<file path="src/rtl/rlit_pkg.sv">
package rlit_pkg;

    localparam int LINES_PER_FRAME   = 264;
    localparam int FRAME_COUNT_WIDTH = 16;
    localparam int LINE_W            = $clog2(LINES_PER_FRAME + 1);
    localparam int POS_W             = 32;
    localparam int OUT_COUNT_W       = 16;
    localparam int DIV_W             = 8;
    localparam int AGE_W             = 4;
    localparam int CFG_DATA_W        = 8;

    // (pos + 3) / 384 = ((pos + 3) >> 7) / 3, the /3 by reciprocal
    localparam logic [POS_W-1:0] POS_ROUND = 32'd3;
    localparam int DIV_SHIFT   = 7;
    localparam int QIN_W       = POS_W - DIV_SHIFT;
    localparam int STEP_W      = 24;
    localparam logic [STEP_W-1:0] RECIP3 = 24'hAAAAAB;
    localparam int RECIP_SHIFT = 25;
    localparam int PROD_W      = QIN_W + STEP_W;

    localparam logic [POS_W-1:0] NO_TARGET   = 32'd1000;
    localparam logic [AGE_W-1:0] AGE_LIMIT   = 4'd7;
    localparam logic [AGE_W-1:0] AGE_MAX     = 4'd15;
    localparam logic [DIV_W-1:0] DIV_RESET   = 8'd8;

    typedef enum logic {
        CFG_RASTER_MODE   = 1'b0,
        CFG_FRAME_DIVIDER = 1'b1
    } t_cfg_idx;

    typedef enum logic [1:0] {
        CMD_TICK  = 2'd0,
        CMD_FRAME = 2'd1,
        CMD_KICK  = 2'd2
    } t_cmd;

    typedef struct packed {
        logic [1:0]       command;
        logic             line_irq_enable;
        logic             reload_at_frame;
        logic             auto_repeat;
        logic             counter_stop;
        logic [POS_W-1:0] timer_position;
    } t_in_item;

    typedef struct packed {
        logic                   line_irq;
        logic                   frame_irq;
        logic                   cpu_reset;
        logic [OUT_COUNT_W-1:0] frame_count;
    } t_out_item;

    typedef struct packed {
        t_cmd              cmd;
        logic              en;
        logic              reload;
        logic              repeat_en;
        logic              stop;
        logic [STEP_W-1:0] step;
    } t_stage;

endpackage

</file>
<file path="src/rtl/raster_line_interrupt_timer_unit.sv">
// Raster line interrupt timer.
// Input channel: i_in_valid / o_in_stall with i_in_data, one command per item
// (scanline tick, end of frame, watchdog kick) plus control bits and position.
// Output channel: o_out_valid / i_out_stall with o_out_data, exactly one result
// item per input item, in order.
// Configuration: i_cfg_we writes i_cfg_data to the register chosen by
// i_cfg_idx (raster mode, frame divider); write only while no item is in flight.
// An accepted item is held in the input register, then moves to the result
// register once that is free. Throughput: one item per cycle unless the
// receiver stalls; the position divide is done while the item is captured,
// the state update between the input and result registers.
// A stalled result stays in the result register; the input register can still
// hand over its item in the cycle the result is taken, so o_in_stall rises
// only when both registers are full and the receiver stalls.
// Reset clears the pipeline, the state (target line 1000, counters zero) and
// the configuration (raster mode off, frame divider 8).
module raster_line_interrupt_timer_unit (
    input  logic                            i_clk,
    input  logic                            i_rst_n,
    input  logic                            i_in_valid,
    output logic                            o_in_stall,
    input  rlit_pkg::t_in_item              i_in_data,
    output logic                            o_out_valid,
    input  logic                            i_out_stall,
    output rlit_pkg::t_out_item             o_out_data,
    input  logic                            i_cfg_we,
    input  rlit_pkg::t_cfg_idx              i_cfg_idx,
    input  logic [rlit_pkg::CFG_DATA_W-1:0] i_cfg_data
);

    logic                         r_s1_vld;
    rlit_pkg::t_stage             r_s1;
    logic                         r_out_vld;
    rlit_pkg::t_out_item          r_out;
    logic [rlit_pkg::STEP_W-1:0]  step;
    rlit_pkg::t_out_item          result;
    logic                         out_ready, s1_move, in_take;

    assign out_ready   = !r_out_vld || !i_out_stall;
    assign s1_move     = r_s1_vld && out_ready;
    assign o_in_stall  = r_s1_vld && !out_ready;
    assign in_take     = i_in_valid && !o_in_stall;
    assign o_out_valid = r_out_vld;
    assign o_out_data  = r_out;

    rlit_step u_step (
        .i_pos  (i_in_data.timer_position),
        .o_step (step)
    );

    rlit_core u_core (
        .i_clk      (i_clk),
        .i_rst_n    (i_rst_n),
        .i_cfg_we   (i_cfg_we),
        .i_cfg_idx  (i_cfg_idx),
        .i_cfg_data (i_cfg_data),
        .i_adv      (s1_move),
        .i_stage    (r_s1),
        .o_result   (result)
    );

    always_ff @(posedge i_clk) begin
        if (!i_rst_n) begin
            r_s1_vld  <= 1'b0;
            r_out_vld <= 1'b0;
        end else begin
            if (!r_s1_vld || s1_move) begin
                r_s1_vld <= i_in_valid;
            end
            if (out_ready) begin
                r_out_vld <= r_s1_vld;
            end
        end
    end

    always_ff @(posedge i_clk) begin
        if (in_take) begin
            r_s1.cmd       <= rlit_pkg::t_cmd'(i_in_data.command);
            r_s1.en        <= i_in_data.line_irq_enable;
            r_s1.reload    <= i_in_data.reload_at_frame;
            r_s1.repeat_en <= i_in_data.auto_repeat;
            r_s1.stop      <= i_in_data.counter_stop;
            r_s1.step      <= step;
        end
        if (s1_move) begin
            r_out <= result;
        end
    end

endmodule

</file>
<file path="src/rtl/rlit_step.sv">
module rlit_step (
    input  logic [rlit_pkg::POS_W-1:0]  i_pos,
    output logic [rlit_pkg::STEP_W-1:0] o_step
);

    logic [rlit_pkg::POS_W-1:0]  sum;
    logic [rlit_pkg::QIN_W-1:0]  qin;
    logic [rlit_pkg::PROD_W-1:0] prod;

    assign sum    = i_pos + rlit_pkg::POS_ROUND;
    assign qin    = sum[rlit_pkg::POS_W-1:rlit_pkg::DIV_SHIFT];
    assign prod   = rlit_pkg::PROD_W'(qin) * rlit_pkg::PROD_W'(rlit_pkg::RECIP3);
    assign o_step = prod[rlit_pkg::PROD_W-1:rlit_pkg::RECIP_SHIFT];

endmodule

</file>
<file path="src/rtl/rlit_core.sv">
module rlit_core (
    input  logic                              i_clk,
    input  logic                              i_rst_n,
    input  logic                              i_cfg_we,
    input  rlit_pkg::t_cfg_idx                i_cfg_idx,
    input  logic [rlit_pkg::CFG_DATA_W-1:0]   i_cfg_data,
    input  logic                              i_adv,
    input  rlit_pkg::t_stage                  i_stage,
    output rlit_pkg::t_out_item               o_result
);

    logic                                   r_raster;
    logic [rlit_pkg::DIV_W-1:0]             r_fdiv;
    logic [rlit_pkg::LINE_W-1:0]            r_line, n_line;
    logic [rlit_pkg::POS_W-1:0]             r_target, n_target;
    logic [rlit_pkg::DIV_W-1:0]             r_div, n_div;
    logic [rlit_pkg::FRAME_COUNT_WIDTH-1:0] r_fc, n_fc;
    logic [rlit_pkg::AGE_W-1:0]             r_age, n_age;
    logic hit, advance, line_irq, frame_irq, cpu_rst;

    assign hit = i_stage.en && (rlit_pkg::POS_W'(r_line) == r_target);

    always_comb begin
        n_line    = r_line;
        n_target  = r_target;
        n_div     = r_div;
        n_fc      = r_fc;
        n_age     = r_age;
        advance   = 1'b0;
        line_irq  = 1'b0;
        frame_irq = 1'b0;
        cpu_rst   = 1'b0;
        unique case (i_stage.cmd)
            rlit_pkg::CMD_TICK: begin
                if (r_raster && (r_line < rlit_pkg::LINE_W'(rlit_pkg::LINES_PER_FRAME))) begin
                    if (hit && i_stage.repeat_en) begin
                        n_target = r_target + rlit_pkg::POS_W'(i_stage.step);
                    end
                    line_irq = hit;
                    n_line   = r_line + rlit_pkg::LINE_W'(1);
                end
            end
            rlit_pkg::CMD_FRAME: begin
                n_line = '0;
                if (r_raster) begin
                    n_target = i_stage.reload ? rlit_pkg::POS_W'(i_stage.step)
                                              : rlit_pkg::NO_TARGET;
                end
                advance = r_raster || !i_stage.stop;
                if (r_age != rlit_pkg::AGE_MAX) begin
                    n_age = r_age + rlit_pkg::AGE_W'(1);
                end
                cpu_rst   = n_age > rlit_pkg::AGE_LIMIT;
                frame_irq = 1'b1;
            end
            rlit_pkg::CMD_KICK: begin
                n_age = '0;
            end
            default: begin
            end
        endcase
        if (advance) begin
            if (r_div >= r_fdiv) begin
                n_div = rlit_pkg::DIV_W'(1);
                n_fc  = r_fc + rlit_pkg::FRAME_COUNT_WIDTH'(1);
            end else begin
                n_div = r_div + rlit_pkg::DIV_W'(1);
            end
        end
    end

    always_comb begin
        o_result.line_irq    = line_irq;
        o_result.frame_irq   = frame_irq;
        o_result.cpu_reset   = cpu_rst;
        o_result.frame_count = rlit_pkg::OUT_COUNT_W'(n_fc);
    end

    always_ff @(posedge i_clk) begin
        if (!i_rst_n) begin
            r_raster <= 1'b0;
            r_fdiv   <= rlit_pkg::DIV_RESET;
        end else if (i_cfg_we) begin
            unique case (i_cfg_idx)
                rlit_pkg::CFG_RASTER_MODE:   r_raster <= i_cfg_data[0];
                rlit_pkg::CFG_FRAME_DIVIDER: r_fdiv   <= i_cfg_data[rlit_pkg::DIV_W-1:0];
                default: begin
                end
            endcase
        end
    end

    always_ff @(posedge i_clk) begin
        if (!i_rst_n) begin
            r_line   <= '0;
            r_target <= rlit_pkg::NO_TARGET;
            r_div    <= '0;
            r_fc     <= '0;
            r_age    <= '0;
        end else if (i_adv) begin
            r_line   <= n_line;
            r_target <= n_target;
            r_div    <= n_div;
            r_fc     <= n_fc;
            r_age    <= n_age;
        end
    end

endmodule

</file>
<file path="config.mk">
export PLATFORM = sky130hd
export DESIGN_NAME = raster_line_interrupt_timer_unit
export DESIGN_NICKNAME = d
export VERILOG_FILES = /design/src/rtl/rlit_pkg.sv /design/src/rtl/raster_line_interrupt_timer_unit.sv /design/src/rtl/rlit_step.sv /design/src/rtl/rlit_core.sv
export SDC_FILE = /design/constraint.sdc
export NUM_CORES = 1
export LEC_CHECK = 0
export BUFFER_PORTS_ARGS = -buffer_cell sky130_fd_sc_hd__buf_2
export CORE_MARGIN = 2
export CORE_UTILIZATION = 30
export CTS_CLUSTER_DIAMETER = 200
export DETAILED_ROUTE_END_ITERATION = 16
export GPL_ROUTABILITY_DRIVEN = 0
export HOLD_SLACK_MARGIN = 0.02
export SYNTH_ARGS = -nofsm -noshare
export SYNTH_HDL_FRONTEND = slang
export SYNTH_SLANG_ARGS = --single-unit
</file>
<file path="constraint.sdc">
create_clock -name i_clk -period 12.3 [get_ports i_clk]
set_input_delay 0.615 -clock i_clk [delete_from_list [all_inputs] [get_ports i_clk]]
set_output_delay 0.615 -clock i_clk [all_outputs]
set_load 0.05 [all_outputs]
</file>
Word level (Yosys, flattened, before mapping)
Cells that the tools add are included.
- bits in registers: 129
- input port bits: 52
- output and inout port bits: 21
- logic and storage cells: 77
- add/sub/neg operators: 6
- multipliers: 1
- magnitude comparators: 3
- equal/unequal tests: 7
- muxes and demuxes: 15
- bitwise gates (word level): 1
- reduce and logical (&&, ||, !) cells: 25
- operators by type and width (operator ; count):
    $mux W32 ; 3
    $pmux W32 S2 ; 1
    $mul A25 B24 Y49 const B ; 1
    $add A32 B2 Y32 const B ; 1
    $add A32 B24 Y32 ; 1
    $eq A9 B32 Y1 ; 1
    $mux W16 ; 2
    $mux W24 ; 1
    $pmux W9 S2 ; 1
    $add A16 B1 Y16 const B ; 1
    $reduce_and A2 Y1 ; 5
    $add A9 B1 Y9 const B ; 1
    $lt A9 B9 Y1 const B ; 1
    $mux W9 ; 1
    $add A8 B1 Y8 const B ; 1
    $ge A8 B8 Y1 ; 1
    $mux W4 ; 2
    $mux W8 ; 1
    $pmux W4 S2 ; 1
    $logic_and A1 B1 Y1 ; 6
    $logic_not A1 Y1 ; 6
    $ne A2 B1 Y1 const B ; 3
    $reduce_and A5 Y1 ; 1
    $add A4 B1 Y4 const B ; 1
    other kinds (10) ; 14

Longest topological paths before layout
Gate-level depths: netlist of run 1.
- depth in word-level cells: 6
- gate-level depth with buffers: 31
- mapped depth without buffers: 30

Hierarchy
Synthesis of run 1 repeated with hierarchy kept, for this count alone.
- cell total of the unflattened synthesis: 1850
- area, all modules: 17829.6 um2
- by module, submodules not included (module ; times used ; cells each ; area an instance (um2) ; sequential area each (um2)):
    rlit_step ; 1 ; 1123 ; 10874.2 ; 0.0
    rlit_core ; 1 ; 670 ; 5400.2 ; 1561.5
    raster_line_interrupt_timer_unit ; 1 ; 57 ; 1555.2 ; 1511.4

Worst setup path after synthesis of run 1
No wires, ideal clock.
- kind: input -> register
- start: input i_in_data[5] (netlist name)
- end: register r_s1[11] (netlist name) (data pin)
- data arrival time: 7.835 ns
- data required time: 12.042 ns
- setup slack: 4.207 ns
- stages on the path: 30
- path buffers: 0
- cell sequence: and4_1 -> nand3_1 -> nor4_2 -> nand4_1 -> nor3_2 -> nand3_1 -> nor2_1 -> and2_1 -> xor2_1 -> ha_1 -> inv_1 -> fa_1 -> fa_1 -> inv_1 -> fa_1 -> fa_1 -> inv_1 -> fa_1 -> inv_1 -> fa_1 -> ha_1 -> nand4_1 -> nor3_1 -> o21ai_0 -> a2111oi_2 -> o21ai_0 -> nor2b_1 -> o31ai_2 -> a31oi_1 -> xnor2_1
- cells in the longest elaborated chain, start to end: 2
- ends and longest elaborated chain (item ; line ; source):
    start: declaration ; raster_line_interrupt_timer_unit.sv:22 ; input rlit_pkg::t_in_item i_in_data,
    $add A32 B2 Y32 ; rlit_step.sv:10 ; assign sum = i_pos + rlit_pkg::POS_ROUND;
    $mul A25 B24 Y49 ; rlit_step.sv:12 ; assign prod = rlit_pkg::PROD_W'(qin) * rlit_pkg::PROD_W'(rlit_pkg::RECIP3);
    named net step (one bit) ; raster_line_interrupt_timer_unit.sv:35 ; logic [rlit_pkg::STEP_W-1:0] step;
    end: declaration ; raster_line_interrupt_timer_unit.sv:32 ; rlit_pkg::t_stage r_s1;
The timed path passes the listed nets, and every way through them passes these cells.
A chain may end at the register's enable or synchronous reset.

Worst setup path in the final report of run 1
- start: input i_in_data[5] (netlist name)
- end: register r_s1[16] (netlist name) (data pin)
The elaborated chain is that of the path after synthesis.

==> flow_summary.toml, run 1 <==
[sta]
fmax_ghz = 0.111
period_share_pct = 73.3
rsz0062_at_grt = "false"
skew_ns = 0.00867
hold_viol = 0
slew_violations = 0
setup_slack_ns = 3.28
fin_setup_tns_ns = 0
final-setup-viol-count = 0
max-slew-margin-rel_pct = 25.2
fin_crit_ns = 9.02
tightest_slew_ns = 1.12

[placement]
dp_hpwl_um = 36100
placed_area_um2 = 19000
io_buffers = 72
dp_worst_setup_slack_ns = 2.78

[cts]
cts_tree = "built"
clk_latency_ns = 0.42
clk_pin_slew_worst_paths_ns = 0.06
root_buffer = "clkbuf_16"
post_cts_buffers = 0
cts.sinks = 129
htree_levels = 4
cts_made_buffers = 17
cts_resized = 0
clockBufferDepth = 2
ctsHoldBuffers = 0

[global_route]
grt_pass1_wl_um = 69900
antenna_found_initial = 1
grt_pass1_vias = 13400
grt_max_degree = 51
grt_overflow = 0
grtUsageTotal_pct = 14.4

[critical_path]
crit_cells = 31
endpoint_kind = "register"
critPathSlowestCell = "a2111oi_2"
cp_data_arrival_time_ns = 9.18
crit_end = "r_s1[16]"
critPathMaxStageDelay_ns = 0.64
required_ns = 12.47
cp_top_family = "adder cells"
r2r_end = "o_out_data[15]"
path_max_fanout = 5
rrSetupSlack_ns = 8.86
startpoint = "i_in_data[5]"
critPathLaunchType = "input port"
worst_r2r_path_depth = 11
cpMostUsedCell = "fa_1"
crit_buf_inv = 5
path_class = "in2reg"
reg2reg_from = "u_core.r_div[0]"

[yosys]
synth_area_um2 = 17800
ys.flop_type = "dfxtp_1"
yosysUniqueCellTypes = 65
synthCells = 1875
yosysSeqAreaShare_pct = 17.3
avgSynthCellArea_um2 = 9.48
synth_edf_count = 49
ys_warn_count = 0
ys_ff_latch = 129
synth_fp_nets = 2456
async_reset_ff_share_pct = 0

[floorplanning]
chipHeight_um = 247
num_rows = 89
start_util_pct = 30.2
pin_count = 73
die_area_um2 = 61200
fp.dieW_um = 247
core-area_um2 = 58800

[drt]
antenna_left = 0
via_per_inst = 4.70
wire_per_inst_um = 15.6
initialDrtViolationCount = 675
num_vias = 12800
drtPass1Iterations = 5
drc_errors = 0
finalWirelength_um = 42600

[cells_and_area]
antenna_cells = 0
area_growth_pct = 10.2
finalInstanceArea_um2 = 19600
fin_nets = 2525
utilization_pct = 33.3
drive_gt1_share_pct = 6.59

[outcome]
status = "finished, final reports clean"

[job]
maxCapViolations = 0

[worst_hold_path]
hold_path_class = "in2reg"
-- cells by family (layout without fill, tap and decap cells) --
| kind of cell | count (synthesis) | after routing | synth area share, % |
|---|---|---|---|
| mux | 11 | 11 | 0.620 |
| buf+inv | 464 | 546 | 9.96 |
| flops | 129 | 129 | 17.3 |
| fa+ha+maj | 529 | 529 | 46.9 |
| compound gates | 270 | 270 | 9.63 |
| simple gates | 367 | 367 | 10.4 |
| xor+xnor | 105 | 105 | 5.18 |
-- stage by stage --
step / cells / hold slack, ns
after floorplan: 1875 / 0.430
after global placement: 2698 / 0.444
after detailed placement: 2698 / 0.449
after CTS: 2730 / 0.363
after global routing: 2730 / 0.361
final: 2730 / 0.381
-- layer usage --
metal | up-vias | part of all wire [%] | GRT usage (%)
met5 | - | 0.028 | 0
met4 | 2 | 1.2 | 2.89
met3 | 42 | 3.5 | 1.19
met2 | 257 | 46 | 24.5
met1 | 6247 | 49 | 20.0
li1 | 6292 | - | -
-- registers in the layout, indices dropped and copies added (netlist names) --
| signal | cells |
|---|---|
| u_core.r_target | 32 |
| r_s1 | 30 |
| o_out_data | 19 |
| u_core.r_fc | 16 |
| u_core.r_line | 9 |
| u_core.r_div | 8 |
| u_core.r_fdiv | 8 |
| u_core.r_age | 4 |
| o_out_valid | 1 |
| r_s1_vld | 1 |
| u_core.r_raster | 1 |
-- placed cells by master (no fill, tap or decap), types with 11 or more instances in the layout --
| cell | count |
|---|---|
| inv_1 | 434 |
| ha_1 | 300 |
| fa_1 | 229 |
| nand2_1 | 103 |
| dfxtp_1 | 80 |
| a21oi_1 | 76 |
| nor2_1 | 74 |
| buf_2 | 72 |
| xnor2_1 | 63 |
| o21ai_0 | 63 |
| edfxtp_1 | 49 |
| xor2_1 | 42 |
| nand3_1 | 38 |
| a21o_1 | 29 |
| and3_1 | 22 |
| nand4_1 | 21 |
| nor3_1 | 19 |
| a31oi_1 | 19 |
| clkbuf_16 | 17 |
| nand2b_1 | 15 |
| nor4_1 | 14 |
| and2_1 | 12 |
| nor2b_1 | 12 |
| mux2i_1 | 11 |
-- cell usage after synthesis (21+ instances only) --
master      n  share of area (%)
a21oi_1    76                2.1
nand2_1   103                2.2
xor2_1     42                2.1
dfxtp_1    80                9.0
and3_1     22               0.77
nand4_1    21               0.74
nand3_1    38                1.1
nor2_1     74                1.6
ha_1      300                 21
fa_1      229                 26
a21o_1     29                1.2
inv_1     434                9.2
edfxtp_1   49                8.3
xnor2_1    63                3.1
o21ai_0    63                1.8
-- layout make-up --
cell class                 count  area [um2]
clock inverter                13         128
sequential                   129        3070
fill                        5990       39200
timing repair buffer          80         420
clock buffer                  19         433
multi-input combinational   1282       12900
inverter                     434        1630
tap                          773         967
-- worst min path at each step --
stage          cells past startpoint             endpoint  slack (ns)                 from
2_1_floorplan                      1  u_core.r_target[30]        0.43  u_core.r_target[30]
3_3_place_gp                       1  u_core.r_target[30]        0.44  u_core.r_target[30]
3_5_place_dp                       1  u_core.r_target[30]        0.45  u_core.r_target[30]
4_1_cts                            1             r_s1[24]        0.36        i_in_data[32]
5_1_grt                            1             r_s1[26]        0.36        i_in_data[34]
6_report                           1             r_s1[28]        0.38        i_in_data[36]
Power of run 1 is not shown: default switching activity piles up to over one toggle a cycle in this logic, so the estimate is an artifact.
==> run 2: changes to the inputs <==
ABC_AREA = 1   (was unset)
clock period = 8.85 ns   (was 12.3 ns; I/O delays follow)
==> flow_summary.toml, run 2 <==
[outcome]
status = "finished, final reports clean"

[cells_and_area]
layout_commonest_cell = "inv_1"
fin_nets = 3097
finalNonFillerCells = 3384
multi_input_area_um2 = 13800
top_register = "u_core.r_target"
regArea_um2 = 3070
area_growth_pct = 10.3
largest_reg_flops = 32
antenna_cells = 0
fill_cells = 6846
drive_gt1_share_pct = 5.58
final_cell_mix = "618 x inv_1, 383 x nand2_1, 300 x ha_1, 229 x fa_1, 204 x nor2_1"

[critical_path]
critPathLaunchType = "input port"
reg2reg_from = "r_s1[29]"
cpMostUsedCell = "nor2_1"
cp_top_family = "adder cells"
critPathMaxStageDelay_ns = 0.57
path_class = "in2reg"
cp_data_arrival_time_ns = 7.75
startpoint = "i_in_data[3]"
endpoint_kind = "register"
critPathSlowestCell = "nor2_1"
path_max_fanout = 7
crit_buf_inv = 5
required_ns = 9.02

[worst_hold_path]
hold_path_class = "in2reg"
worstHoldStart = "i_in_data[34]"

[sta]
tightest_slew_ns = 0.816
slew_violations = 0
final-setup-viol-count = 0
rsz0062_at_grt = "false"
max-slew-margin-rel_pct = 45.6
fin_setup_tns_ns = 0
fmax_ghz = 0.132
fin_crit_ns = 7.58
skew_ns = 0.0110
period_share_pct = 85.6
hold_viol = 0

[floorplanning]
chipHeight_um = 258
start_util_pct = 30.2
die_area_um2 = 66600
pin_count = 73
num_rows = 93
fp.dieW_um = 258
core-area_um2 = 64100

[global_route]
grt_max_degree = 40
grtUsageTotal_pct = 15.4
antenna_found_initial = 0
grt_pass1_vias = 15800
grt_pass1_wl_um = 81400
grt_overflow = 0

[cts]
cts_made_buffers = 17
post_cts_buffers = 0
cts_tree = "built"
clk_latency_ns = 0.42
root_buffer = "clkbuf_16"
htree_levels = 4
clk_pin_slew_worst_paths_ns = 0.06
cts.sinks = 129
clockBufferDepth = 2
cts_resized = 0
ctsHoldBuffers = 0

[drt]
met1Wirelength_um = 23100
antenna_left = 0
drc_errors = 0
initialDrtViolationCount = 671
num_vias = 15300
route.met3.wl_um = 2160
top_layer = "met4"
wire_per_inst_um = 14.7
wl_met2_um = 23000
drtPass1Iterations = 6
finalWirelength_um = 49900
via_per_inst = 4.51

[job]
maxCapViolations = 0

[yosys]
ys_ff_latch = 129
synthCells = 2436
async_reset_ff_share_pct = 0
synth_fp_nets = 3017
yosysSeqAreaShare_pct = 15.9
avgSynthCellArea_um2 = 7.95
ys_warn_count = 0
synth_area_um2 = 19400
ys_top_cells_by_area = "fa_1 24%, ha_1 19%, inv_1 12%, dfxtp_1 8.3%, edfxtp_1 7.6%"
ys.flop_type = "dfxtp_1"
synth_top_cell_area_share_pct = 23.7
synthTopCellsByCount = "618 x inv_1, 383 x nand2_1, 300 x ha_1"
synth_top_area_cell = "fa_1"
yosysUniqueCellTypes = 48
yosysMostFrequentCell = "inv_1"
synth_edf_count = 49

[placement]
io_buffers = 72
dp_hpwl_um = 42700
dpl.cell_count = 3352
## run 2: changes by cell type after synthesis, sizes merged, moves of 13 or more
cell    delta
nand2    +282
inv      +189
nor2     +136
a21oi     +53
xnor2     -45
nand3     +38
o21ai     +30
nor3      +21
and3      -17
nand2b    -15
a21o      -13
nor2b     -13
## run 2: routing by layer
| layer | vias up | track usage [%] |
|---|---|---|
| met2 | 343 | 26.2 |
| met4 | 0 | 5.19 |
| li1 | 7750 | - |
| met1 | 7098 | 20.2 |
| met5 | - | 0 |
| met3 | 84 | 1.92 |
## run 2: logic make-up after synthesis
kind of cell,after synthesis,synth area share [%]
and+or+nand+nor,772,16.9
AOI/OAI and AO/OA,292,8.45
adders and majority gates,529,43.0
DFF,129,15.9
buffers and inverters,648,12.8
xor gates and xnor gates,66,2.98
## run 2: path summary, 6_finish.rpt
path,to,slack (ns),cells past startpoint
setup reg to reg,u_core.r_target[20],4.76,11
setup / recovery,r_s1[17],1.27,32
hold / removal,r_s1[26],0.19,1
hold reg to reg,u_core.r_target[28],0.44,2
## run 2: cell type report
class | count | area share [%]
Multi-Input combinational cell | 1659 | 64.7
Sequential cell | 129 | 14.4
Inverter | 624 | 11.0
Tap cell | 855 | 5.01
Clock buffer | 24 | 2.35
Timing Repair Buffer | 85 | 2.14
Clock inverter | 8 | 0.468
## run 2: stage by stage
stage          worst slack [ns]  hold slack [ns]  area [um2]  util (%)
2_1_floorplan              1.95            0.416       19400         -
3_3_place_gp              0.877            0.427       20800      32.4
3_5_place_dp              0.870            0.429       20800      32.4
4_1_cts                    1.29            0.177       21400      33.3
5_1_grt                   0.670            0.172       21400      33.3
6_report                   1.27            0.194       21400      33.3
Power of run 2 is left out for the same reason.
==> run 3: changes to the inputs <==
clock period = 7.3 ns   (was 8.85 ns; I/O delays follow)
==> flow_summary.toml, run 3 (synthesis results as in run 2) <==
[cells_and_area]
multi_input_area_um2 = 13800
drive_gt1_share_pct = 8.08
regArea_um2 = 3070
final_cell_mix = "617 x inv_1, 383 x nand2_1, 299 x ha_1, 229 x fa_1, 202 x nor2_1"
fill_cells = 6691
fin_nets = 3155
antenna_cells = 0
largest_reg_flops = 32
layout_commonest_cell = "inv_1"
area_growth_pct = 12.7
top_register = "u_core.r_target"

[global_route]
grt_max_degree = 40
grt_pass1_wl_um = 84700
grt_overflow = 0
grtUsageTotal_pct = 16.0
grt_pass1_vias = 16100
antenna_found_initial = 0

[sta]
period_share_pct = 93.6
hold_viol = 0
max-slew-margin-rel_pct = 40.7
skew_ns = 0.0106
fmax_ghz = 0.146
fin_crit_ns = 6.84
slew_violations = 0
fin_setup_tns_ns = 0
final-setup-viol-count = 0
rsz0062_at_grt = "false"
tightest_slew_ns = 0.889

[critical_path]
worst_r2r_path_depth = 11
cp_top_family = "adder cells"
critPathSlowestCell = "fa_1"
crit_buf_inv = 8
path_class = "in2reg"
required_ns = 7.48
cp_data_arrival_time_ns = 7.02
cpMostUsedCell = "nand2_1"
critPathLaunchType = "input port"
path_max_fanout = 5
crit_cells = 33
critPathMaxStageDelay_ns = 0.53
endpoint_kind = "register"

[drt]
drtPass1Iterations = 6
finalWirelength_um = 51900
initialDrtViolationCount = 858
via_per_inst = 4.54
wire_per_inst_um = 15.1
wl_met2_um = 24000
route.met3.wl_um = 2250
drc_errors = 0
num_vias = 15600
antenna_left = 0
met1Wirelength_um = 23900
top_layer = "met4"

[placement]
io_buffers = 72
dp_hpwl_um = 44300

[floorplanning]
chipHeight_um = 258
pin_count = 73
num_rows = 93
fp.dieW_um = 258
die_area_um2 = 66600
start_util_pct = 30.2
core-area_um2 = 64100

[cts]
ctsHoldBuffers = 0
post_cts_buffers = 0
cts.sinks = 129
root_buffer = "clkbuf_16"
cts_made_buffers = 17
clk_pin_slew_worst_paths_ns = 0.06
clk_latency_ns = 0.43
htree_levels = 4
cts_tree = "built"
cts_resized = 0
clockBufferDepth = 2

[worst_hold_path]
hold_depth = 1
hold_path_class = "in2reg"

[outcome]
status = "finished, final reports clean"

[job]
maxCapViolations = 0
run 3: cell count changes in the layout (fill, tap and decap cells not counted), sizes merged:
cell / delta
buf: +58
clkbuf: -6
inv: +6
clkinv: +1
clkinvlp: -1
run 3: per-stage QoR:
step / cells / hold slack, ns / cell area [um2] / setup slack [ns] / util, %
after floorplan: 2436 / 0.416 / 19400 / 0.478 / -
after global placement: 3410 / 0.428 / 21200 / -0.0133 / 33.1
after detailed placement: 3410 / 0.431 / 21200 / -0.0964 / 33.1
after CTS: 3442 / 0.104 / 21800 / 0.355 / 34.0
after global routing: 3442 / 0.104 / 21800 / 0.00208 / 34.1
final: 3442 / 0.128 / 21800 / 0.464 / 34.1
run 3: area by class of cell:
cell class              count  share of cell area [%]
well taps                 855                    4.90
clock buffers              18                    2.06
inverters                 624                    10.7
clock inverters            14                   0.756
multi-input cells        1659                    63.4
repair buffers            143                    4.09
flip-flops and latches    129                    14.1
run 3: worst register-to-register path: stages (launching register included):
cell and delay [ns]:
edfxtp_1 0.41, inv_1 0.10, ha_1 0.74, inv_2 0.45, o21ai_0 0.28, nand2_1 0.31, a21oi_4 0.39, nand2_2 0.52
inv_1 0.61, nand3_1 0.18, nand2_1 0.11, inv_1 0.04
run 3: worst paths after layout:
kind | from | to | slack (ns)
min reg2reg | u_core.r_target[31] | u_core.r_target[31] | 0.44
max | i_in_data[3] | r_s1[17] | 0.46
min | i_in_data[33] | r_s1[25] | 0.13
max reg2reg | r_s1[29] | u_core.r_target[20] | 3.07
run 3: layer usage:
metal / GRT usage (%) / vias up
met3: 1.78 / 75
met1: 21.1 / 7299
met5: 0 / -
li1: - / 7882
met2: 27.5 / 369
met4: 5.15 / 0
Power of run 3 is left out for the same reason.
